**config.mk**
```make
export PLATFORM = sky130hd
export DESIGN_NAME = kmaau_div
export DESIGN_NICKNAME = d
export VERILOG_FILES = /design/src/sv/kmaau_div.sv
export SDC_FILE = /design/constraint.sdc
export NUM_CORES = 1
export LEC_CHECK = 0
export BUFFER_PORTS_ARGS = -buffer_cell sky130_fd_sc_hd__buf_2
export CAP_MARGIN = 0
export CORE_MARGIN = 5
export CORE_UTILIZATION = 30
export DETAILED_ROUTE_END_ITERATION = 8
export HOLD_SLACK_MARGIN = 0.06
export PLACE_DENSITY = 0.5
export SLEW_MARGIN = 5
export SYNTH_ARGS = -nofsm -noshare
export SYNTH_HDL_FRONTEND = slang
export SYNTH_SLANG_ARGS = --single-unit
```
**constraint.sdc**
```tcl
create_clock -name clk -period 5.89 [get_ports clk]
set_input_delay 1.767 -clock clk [delete_from_list [all_inputs] [get_ports clk]]
set_output_delay 1.767 -clock clk [all_outputs]
set_load 0.01 [all_outputs]
```
**src/sv/kmaau_div.sv**
```systemverilog
// restoring divider, one quotient bit per cycle, truncates toward zero
// signed dividend, unsigned divisor; depends on nothing
module kmaau_div #(
    parameter int DIVIDEND_BITS = 36,
    parameter int DIVISOR_BITS  = 20
) (
    input  logic                            clk,
    input  logic                            rst_n,
    input  logic                            start,
    input  logic signed [DIVIDEND_BITS-1:0] dividend,
    input  logic [DIVISOR_BITS-1:0]         divisor,
    output logic                            done,
    output logic signed [DIVIDEND_BITS-1:0] quotient
);
    localparam int CNT_W = $clog2(DIVIDEND_BITS + 1);

    logic                     busy_reg, busy_next;
    logic                     done_reg, done_next;
    logic [CNT_W-1:0]         cnt_reg, cnt_next;
    logic [DIVISOR_BITS-1:0]  rem_reg, rem_next;
    logic [DIVIDEND_BITS-1:0] quo_reg, quo_next;
    logic                     neg_reg, neg_next;
    logic [DIVISOR_BITS:0]    trial;
    logic [DIVISOR_BITS:0]    trial_diff;

    always_comb
    begin
        trial      = {rem_reg, quo_reg[DIVIDEND_BITS-1]};
        trial_diff = trial - {1'b0, divisor};
        busy_next  = busy_reg;
        done_next  = 1'b0;
        cnt_next   = cnt_reg;
        rem_next   = rem_reg;
        quo_next   = quo_reg;
        neg_next   = neg_reg;
        if (start)
        begin
            busy_next = 1'b1;
            cnt_next  = CNT_W'(DIVIDEND_BITS);
            rem_next  = '0;
            neg_next  = dividend[DIVIDEND_BITS-1];
            quo_next  = dividend[DIVIDEND_BITS-1] ? unsigned'(-dividend) : unsigned'(dividend);
        end
        else if (busy_reg)
        begin
            // trial subtract of the divisor from the shifted remainder
            if (trial >= {1'b0, divisor})
            begin
                rem_next = trial_diff[DIVISOR_BITS-1:0];
                quo_next = {quo_reg[DIVIDEND_BITS-2:0], 1'b1};
            end
            else
            begin
                rem_next = trial[DIVISOR_BITS-1:0];
                quo_next = {quo_reg[DIVIDEND_BITS-2:0], 1'b0};
            end
            cnt_next = cnt_reg - 1'b1;
            if (cnt_reg == CNT_W'(1))
            begin
                busy_next = 1'b0;
                done_next = 1'b1;
            end
        end
    end

    always_ff @(posedge clk or negedge rst_n)
    begin
        if (!rst_n)
        begin
            busy_reg <= 1'b0;
            done_reg <= 1'b0;
            cnt_reg  <= '0;
        end
        else
        begin
            busy_reg <= busy_next;
            done_reg <= done_next;
            cnt_reg  <= cnt_next;
        end
    end

    always_ff @(posedge clk)
    begin
        rem_reg <= rem_next;
        quo_reg <= quo_next;
        neg_reg <= neg_next;
    end

    assign done     = done_reg;
    assign quotient = neg_reg ? -signed'(quo_reg) : signed'(quo_reg);

endmodule

```
* After elaboration in Yosys (flattened, before gate mapping)
Cells that the tools add are included.
** Operators by class
- Add/subtract/negate cells :: 4
- $lt $le $gt $ge :: 1
- Equal/unequal tests :: 1
- Mux-type cells :: 14
- Reductions and logical operators :: 1
** Operators with widths (count)
- 2-to-1 mux 36 bit :: 4
- negator 36 bit :: 2
- greater-or-equal comparator 21 x 20 -> 1 bit :: 1
- 2-to-1 mux 20 bit :: 1
- subtractor 20 bit :: 1
- 2-to-1 mux 6 bit :: 2
- 2-to-1 mux 1 bit :: 7
- equality test 6 x 1 -> 1 bit, second input constant :: 1
- subtractor 6 x 1 -> 6 bit, second input constant :: 1
- nonzero test 2 bit :: 1
** Word-level totals
- Flip-flop bits (word level) :: 65
- Input bits :: 59
- Output and inout port bits :: 37

* Longest topological paths before layout
Gate-level depths: netlist of the first run.
- Depth after elaboration :: 4
- Mapped depth :: 12

* Worst setup path after synthesis of the first run
No wires, ideal clock.
- Path kind :: reg2out
- From :: register quo_reg[13]
- To :: output port quotient[30]
- Data arrival time :: 2.166 ns
- Slack :: 1.957 ns
- Stages on the path, launching flop included :: 7
- Path through :: edfxtp_1 or4_4 nor4_4 nand4_1 or3_1 o31ai_1 xnor2_1
** On the way
- Cells in the longest elaborated chain, start to end :: 2
** Ends and longest elaborated chain
- start: declaration :: RTL line 21 : logic [DIVIDEND_BITS-1:0] quo_reg, quo_next;
- start signal: assignment :: RTL line 85 : quo_reg <= quo_next;
- negator 36 bit :: RTL line 90 : assign quotient = neg_reg ? -signed'(quo_reg) : signed'(quo_reg);
- 2-to-1 mux 36 bit :: RTL line 90
- end: declaration :: RTL line 13 : output logic signed [DIVIDEND_BITS-1:0] quotient
Every way passes these cells.

* Worst setup path after layout of the first run
- From :: register quo_reg[19]
- To :: output port quotient[35]
The elaborated chain is that of the path after synthesis.

==> impl_summary.txt, run 1 <==
----------------------------------------------------
[Status]
  Result of the run ... finished clean

[Floorplanning]
  Area enclosed by the die boundary ... 0.0206 mm2
  Initial standard-cell utilization of the core ... 30.8%
  Width of the die ... 144 um
  Number of ports placed on the die boundary ... 96
  Core Region ... ~0.017 mm2
  Row count ... 48
  Die Ht ... between 100 and 150 um

[Critical path]
  Biggest fanout along the worst timing path ... 4
  Startpoint of the worst register-to-register path ... quo_reg[35]
  Arrival @ worst endpoint ... 2.96 ns
  Worst reg-to-reg path cell count ... 10
  Critical path data required time ... 4.12 ns
  Critical R2R Capture ... rem_reg[18]
  Type of the worst setup path ... reg2out
  Critical Path Source Type ... flip-flop
  Critical Path End Type ... output port
  Worst reg-to-reg setup slack ... 3.13 ns

[STA]
  Setup Viol. Count Final ... 0
  Max-slew violation count ... 0
  Pin slew with the least headroom to its limit ... roughly 1.2 ns
  Maximum clock frequency ... 0.212 GHz
  Period utilization ... between 80% and 90%
  Aggregate negative setup slack ... 0 ns
  Max-slew headroom ... 22.6%
  Min Clock Period, post-route ... 4.73 ns
  Fin Clk Skew ... 0.00585 ns
  RSZ-0062 raised after global routing ... no
  Total count of hold-check failures in the final report ... 0

[Detailed routing]
  Drt first pass iters ... 4
  Average routed wire per standard cell ... 15.9 um
  Overall via count from detail_route ... 4871
  Via-per-instance ratio ... 5.18
  Residual antenna-violating net count after detailed routing ... 0
  Number of DRC violations after detailed routing ... 0
  Detailed Route Iter0 Violations ... 287
  Final wirelength ... 15000 um

[Clock tree]
  H-tree depth ... 3
  Number of gates given a new drive strength after cts ... 0
  TritonCTS clock tree ... yes
  Clk root buf ... sky130_fd_sc_hd__clkbuf_16
  Num Clock Sinks ... 65
  Number of setup buffers added after CTS ... 0
  Max Root-Sink Buffers ... 2
  Cts-stage hold buffer count ... 0
  CTS Buf Count ... 9
  Clock network latency to the later pin of the worst-skew pair ... 0.33 ns
  CTS clock-pin slew for the worst setup and hold paths ... 0.06 ns

[Power and ir drop]
  Sw Ratio ... 29.7%
  Share of total power in sequential cells ... between 30% and 40%
  P_int ... 1.05 mW
  Switching power ... 444 uW
  Worst vdd ir ... 120 uV
  Pwr dens ... 237 mW/mm2
  Share of total power in the clock network ... 37.7%
  Cell leakage power ... 2.50 nW
  Logic gate share of total power ... 22.9%
  Power, Total ... between 1 and 1.5 mW

[Synth]
  Share of flip-flops with an asynchronous set or reset after synthesis ... around 12%
  Syn Inst Count ... around 630
  Syn Area/Cell ... between 8 and 9 um2
  Sequential-to-total area share from yosys stat ... 31.9%
  Post-synth cell types ... 59
  Cell Area, Synth ... ~0.0054 mm2
  Cells taking the most area after synthesis ... sky130_fd_sc_hd__edfxtp_1 21%, sky130_fd_sc_hd__xnor2_1 7.8%, sky130_fd_sc_hd__dfxtp_1 7.5%
  Proportion of netlist area held by the largest area contributor ... between 20% and 30%
  Cell type contributing the most total cell area after synthesis ... sky130_fd_sc_hd__edfxtp_1
  Main flop type after synthesis ... sky130_fd_sc_hd__edfxtp_1
  Number of enable flip-flop cells after synthesis ... 37
  Synthesized netlist net count ... between 700 and 800
  Number of flip-flops and latches in the synthesized netlist ... 65
  Warnings, synthesis ... 0

[Worst hold path]
  Hold Path Origin ... rem_reg[12]
  End of the worst hold path ... rem_reg[12]
  Number of instances on the worst hold path ... 2
  Class of the worst hold path ... reg2reg

[Placement]
  Routability congestion estimate from global placement ... 0.849
  Half-perimeter wire length of the detailed placement result ... around 11000 um
  Buffers added on ports ... between 90 and 100

[Cells and area]
  Flip-flop count of the largest register, all copies and words added ... 36
  Antenna fix cells ... 0
  Fraction of layout cells with a size suffix above 1 ... 18.7%
  Most common library cell in the layout ignoring fill and taps ... sky130_fd_sc_hd__buf_2
  Synthesis-to-layout area growth ... 17.8%
  Net count of the finished layout ... 794
  Top library cells by usage in the layout, fill and taps aside ... 95 x sky130_fd_sc_hd__buf_2, 72 x sky130_fd_sc_hd__nor2_1, 50 x sky130_fd_sc_hd__a21oi_1
  Fill cell instance count of the final layout ... 1853

[Run]
  # Max-Cap Violations ... 0

[Global route]
  Via count of the first global-routing pass ... 4735
  GRT Util Overall ... 14.5%
  Wire length of the first global-routing pass ... roughly 24000 um
  Sum of overflow across all layers after global routing ... 0
  Largest net degree at the start of global routing ... 50
  Antenna violations before repair ... 0

----------------------------------------------------
cells in the mapped netlist, types with 3 or more instances:
| cell type | instances |
|---|---|
| sky130_fd_sc_hd__nor2_1 | 72 |
| sky130_fd_sc_hd__a21oi_1 | 50 |
| sky130_fd_sc_hd__xnor2_1 | 48 |
| sky130_fd_sc_hd__nand2_1 | 47 |
| sky130_fd_sc_hd__o21ai_0 | 44 |
| sky130_fd_sc_hd__inv_1 | 38 |
| sky130_fd_sc_hd__edfxtp_1 | 37 |
| sky130_fd_sc_hd__xor2_1 | 37 |
| sky130_fd_sc_hd__clkbuf_1 | 26 |
| sky130_fd_sc_hd__ha_1 | 24 |
| sky130_fd_sc_hd__dfxtp_1 | 20 |
| sky130_fd_sc_hd__o31ai_1 | 20 |
| sky130_fd_sc_hd__nand3_1 | 15 |
| sky130_fd_sc_hd__nand2b_1 | 11 |
| sky130_fd_sc_hd__o41ai_1 | 10 |
| sky130_fd_sc_hd__a211oi_1 | 9 |
| sky130_fd_sc_hd__dfrtp_1 | 8 |
| sky130_fd_sc_hd__o311ai_0 | 8 |
| sky130_fd_sc_hd__or3_1 | 8 |
| sky130_fd_sc_hd__mux2i_1 | 7 |
| sky130_fd_sc_hd__nor3_1 | 7 |
| sky130_fd_sc_hd__or4_1 | 7 |
| sky130_fd_sc_hd__a32oi_1 | 5 |
| sky130_fd_sc_hd__a31oi_1 | 4 |
| sky130_fd_sc_hd__buf_2 | 4 |
| sky130_fd_sc_hd__nand4_1 | 4 |
| sky130_fd_sc_hd__nor2b_1 | 4 |
| sky130_fd_sc_hd__o21bai_1 | 4 |
| sky130_fd_sc_hd__or2_2 | 4 |
| sky130_fd_sc_hd__or3_4 | 4 |
| sky130_fd_sc_hd__and3_1 | 3 |
| sky130_fd_sc_hd__buf_1 | 3 |
| sky130_fd_sc_hd__nor4_1 | 3 |
| sky130_fd_sc_hd__nor4_4 | 3 |
| sky130_fd_sc_hd__o41ai_2 | 3 |
critical path, stage by stage, from the launching register on:
cell,delay (ns)
sky130_fd_sc_hd__edfxtp_1,0.45
sky130_fd_sc_hd__or4_1,0.57
sky130_fd_sc_hd__nor3_1,0.25
sky130_fd_sc_hd__nand4_1,0.26
sky130_fd_sc_hd__or3_4,0.44
sky130_fd_sc_hd__o31ai_2,0.25
sky130_fd_sc_hd__xnor2_1,0.20
sky130_fd_sc_hd__buf_2,0.19
through the flow:
stage | instance area [um2] | instances | hold slack [ns] | setup slack [ns] | util [%]
after floorplan | 5360 | 634 | 0.461 | 1.96 | -
after global placement | 6010 | 924 | 0.493 | 1.60 | 34.5
after detailed placement | 6010 | 924 | 0.490 | 1.53 | 34.5
after CTS | 6310 | 940 | 0.505 | 1.13 | 36.3
after global routing | 6310 | 940 | 0.530 | 0.956 | 36.3
final | 6310 | 940 | 0.503 | 1.16 | 36.3
worst max path at each step:
stage | start | end | slack, ns | cells after the start
floorplan | quo_reg[13] | quotient[30] | 1.96 | 6
global placement | quo_reg[19] | quotient[35] | 1.60 | 7
detailed placement | quo_reg[19] | quotient[35] | 1.53 | 7
CTS | quo_reg[19] | quotient[35] | 1.13 | 7
global route | quo_reg[19] | quotient[35] | 0.96 | 7
finish | quo_reg[19] | quotient[35] | 1.16 | 7
power groups by stage:
| stage | combinational [mW] | sequential (mW) | clock (mW) |
|---|---|---|---|
| after CTS | 0.344 | 0.588 | 0.581 |
| final | 0.341 | 0.590 | 0.563 |
| after detailed placement | 0.342 | 0.597 | 0 |
| after floorplan | 0.225 | 0.577 | 0 |
| after global placement | 0.340 | 0.595 | 0 |
| after global routing | 0.380 | 0.597 | 0.601 |
routing by layer:
layer  track usage (%)  part of all wire [%]
met1              19.8                    49
met2              23.2                    45
met3              2.43                   4.5
met4              5.15                   2.0
met5                 0                     0
area by class of cell:
cell class                      instances  area [um2]  area share [%]
Clock inverter                          4        68.8            1.09
Multi-Input combinational cell        497        3370            53.3
Tap cell                              225         282            4.46
Sequential cell                        65        1710            27.1
Inverter                               38         143            2.26
Timing Repair Buffer                   99         505            8.00
Clock buffer                           12         236            3.74
cells by family (layout without fill, tap and decap cells):
| kind of cell | Yosys count | after routing | synth area share, % |
|---|---|---|---|
| adders and majority gates | 25 | 25 | 5.98 |
| DFF | 65 | 65 | 31.9 |
| buffers and inverters | 72 | 153 | 5.21 |
| and+or+nand+nor | 203 | 203 | 19.6 |
| xor gates and xnor gates | 85 | 85 | 13.9 |
| muxes | 8 | 8 | 1.52 |
| AOI/OAI and AO/OA | 176 | 176 | 21.9 |
Power figures use the tool's default switching activity.
==> inputs of run 2 (changes only) <==
==> constraint.sdc (replaced) <==
create_clock -name clk -period 4.5 [get_ports clk]
set_input_delay 1.35 -clock clk [delete_from_list [all_inputs] [get_ports clk]]
set_output_delay 1.35 -clock clk [all_outputs]
set_load 0.01 [all_outputs]
==> impl_summary.txt, run 2 (synthesis results as in run 1) <==
----------------------------------------------------
[Status]
  Result of the run ... finished clean

[STA]
  Min Clock Period, post-route ... 4.29 ns
  Max-slew violation count ... 0
  RSZ-0062 raised after global routing ... no
  Fin Clk Skew ... 0.00621 ns
  Total count of hold-check failures in the final report ... 0
  Period utilization ... a little over nine tenths
  Pin slew with the least headroom to its limit ... 0.864 ns
  Aggregate negative setup slack ... 0 ns
  Setup Viol. Count Final ... 0
  Maximum clock frequency ... about 0.23 GHz
  Max-slew headroom ... 42.4%

[Detailed routing]
  Residual antenna-violating net count after detailed routing ... 0
  Via-per-instance ratio ... 5.17
  Detailed Route Iter0 Violations ... 246
  Overall via count from detail_route ... a little under 5000
  Number of DRC violations after detailed routing ... 0
  Average routed wire per standard cell ... 16.0 um
  Final wirelength ... 15100 um
  Drt first pass iters ... 5

[Floorplanning]
  Die Ht ... 144 um
  Core Region ... 0.0174 mm2
  Initial standard-cell utilization of the core ... 30.8%
  Area enclosed by the die boundary ... between 0.02 and 0.025 mm2
  Width of the die ... 144 um
  Row count ... 48
  Number of ports placed on the die boundary ... 96

[Cells and area]
  Seq. cell area ... 0.00171 mm2
  Antenna fix cells ... 0
  Area used by multi-input combinational logic ... 0.00337 mm2
  Most common library cell in the layout ignoring fill and taps ... sky130_fd_sc_hd__buf_2
  Flip-flop count of the largest register, all copies and words added ... 36
  Final standard cell utilization of the core ... 36.5%
  Synthesis-to-layout area growth ... 18.5%
  Fill cell instance count of the final layout ... 1846
  Fraction of layout cells with a size suffix above 1 ... 19.6%
  Top library cells by usage in the layout, fill and taps aside ... 95 x sky130_fd_sc_hd__buf_2, 72 x sky130_fd_sc_hd__nor2_1, 50 x sky130_fd_sc_hd__a21oi_1
  Net count of the finished layout ... 797

[Placement]
  Half-perimeter wire length of the detailed placement result ... approximately 11000 um
  Routability congestion estimate from global placement ... 0.860
  Buffers added on ports ... 95

[Clock tree]
  Max Root-Sink Buffers ... 2
  Clock network latency to the later pin of the worst-skew pair ... 0.34 ns
  Number of gates given a new drive strength after cts ... 0
  TritonCTS clock tree ... yes
  H-tree depth ... 3
  Num Clock Sinks ... between 60 and 70
  Cts-stage hold buffer count ... 0
  CTS Buf Count ... 9
  CTS clock-pin slew for the worst setup and hold paths ... 0.06 ns
  Clk root buf ... sky130_fd_sc_hd__clkbuf_16
  Number of setup buffers added after CTS ... 0

[Critical path]
  Slowest library cell on the worst path ... sky130_fd_sc_hd__edfxtp_1
  Cell family with the largest share of critical-path delay ... simple AND/OR/NAND/NOR gates
  Delay of the slowest cell on the worst path ... 0.45 ns
  Critical Path End Type ... output port
  Startpoint of the worst register-to-register path ... quo_reg[35]
  Worst reg-to-reg path cell count ... 10
  Arrival @ worst endpoint ... ~2.9 ns
  Most common cell on crit path ... sky130_fd_sc_hd__or3_4
  Worst reg-to-reg setup slack ... 1.73 ns
  Type of the worst setup path ... reg2out
  Critical Path Source Type ... flip-flop
  Worst path bufs/invs ... 1
  Biggest fanout along the worst timing path ... 5
  Critical path data required time ... 3.15 ns
  CP cell instances ... or3_4, nor4_2, nand4_1, or3_4, o31ai_2, xnor2_1, buf_2
  Critical R2R Capture ... rem_reg[18]

[Worst hold path]
  Number of instances on the worst hold path ... 2
  End of the worst hold path ... rem_reg[8]
  Class of the worst hold path ... reg2reg
  Hold Path Origin ... rem_reg[8]

[Global route]
  Via count of the first global-routing pass ... about 4700
  Antenna violations before repair ... 0
  Largest net degree at the start of global routing ... 89
  GRT Util Overall ... roughly 14%
  Sum of overflow across all layers after global routing ... 0
  Wire length of the first global-routing pass ... 23800 um

[Run]
  # Max-Cap Violations ... 0

[Power and ir drop]
  Cell leakage power ... 2.52 nW
  Pwr dens ... 312 mW/mm2
  Worst vdd ir ... 156 uV

----------------------------------------------------
run 2: cell count changes in the layout (fill, tap and decap cells not counted), sizes merged:
cell / before / now
clkinvlp: 0 / 1
clkinv: 2 / 4
buf: 99 / 102
clkbuf: 12 / 9
run 2: tightest hold or removal path: cells and delay by family (launching register included):
kind | cells | cell delay [ns]
AO/OA/AOI/OAI | 1 | 0.05
flip-flops | 1 | 0.32
AND/OR/NAND/NOR | 1 | 0.08
run 2: metrics by stage:
stage	worst slack [ns]	hold slack (ns)	cells	total power, mW	area [um2]
2_1_floorplan	0.984	0.461	634	1.05	5360
3_3_place_gp	0.636	0.492	927	1.22	6030
3_5_place_dp	0.583	0.491	927	1.23	6030
4_1_cts	0.212	0.506	943	2.00	6350
5_1_grt	0.0397	0.532	943	2.09	6350
6_report	0.213	0.505	943	1.98	6350
run 2: area by class of cell:
cell class              count  area share, %
clock buffers               9           3.55
clock inverters             7           1.50
inverters                  38           2.25
multi-input cells         497           53.0
flip-flops and latches     65           26.9
well taps                 225           4.43
repair buffers            102           8.31
run 2: metal layers:
metal | vias to the layer above | global-route usage, % | routed length, um
met5 | - | 0 | 0
met1 | 2280 | 19.7 | 7130
met4 | 0 | 4.81 | 247
met2 | 121 | 22.6 | 6860
met3 | 19 | 3.00 | 832
li1 | 2451 | - | -
run 2: worst max-delay path by stage:
stage	startpoint	slack, ns	cells after the start	end
after floorplan	quo_reg[13]	0.98	6	quotient[30]
after global placement	quo_reg[19]	0.64	7	quotient[35]
after detailed placement	quo_reg[5]	0.58	7	quotient[35]
after CTS	quo_reg[5]	0.21	7	quotient[35]
after global routing	quo_reg[5]	0.04	7	quotient[35]
final	quo_reg[4]	0.21	7	quotient[35]
run 2: power by group:
part           internal (mW)  total (mW)  switching, mW  leakage, nW
sequential             0.694       0.764         0.0707        0.635
clock                  0.485       0.763          0.278        0.155
combinational          0.199       0.454          0.255         1.73
total                   1.38        1.98          0.604         2.52
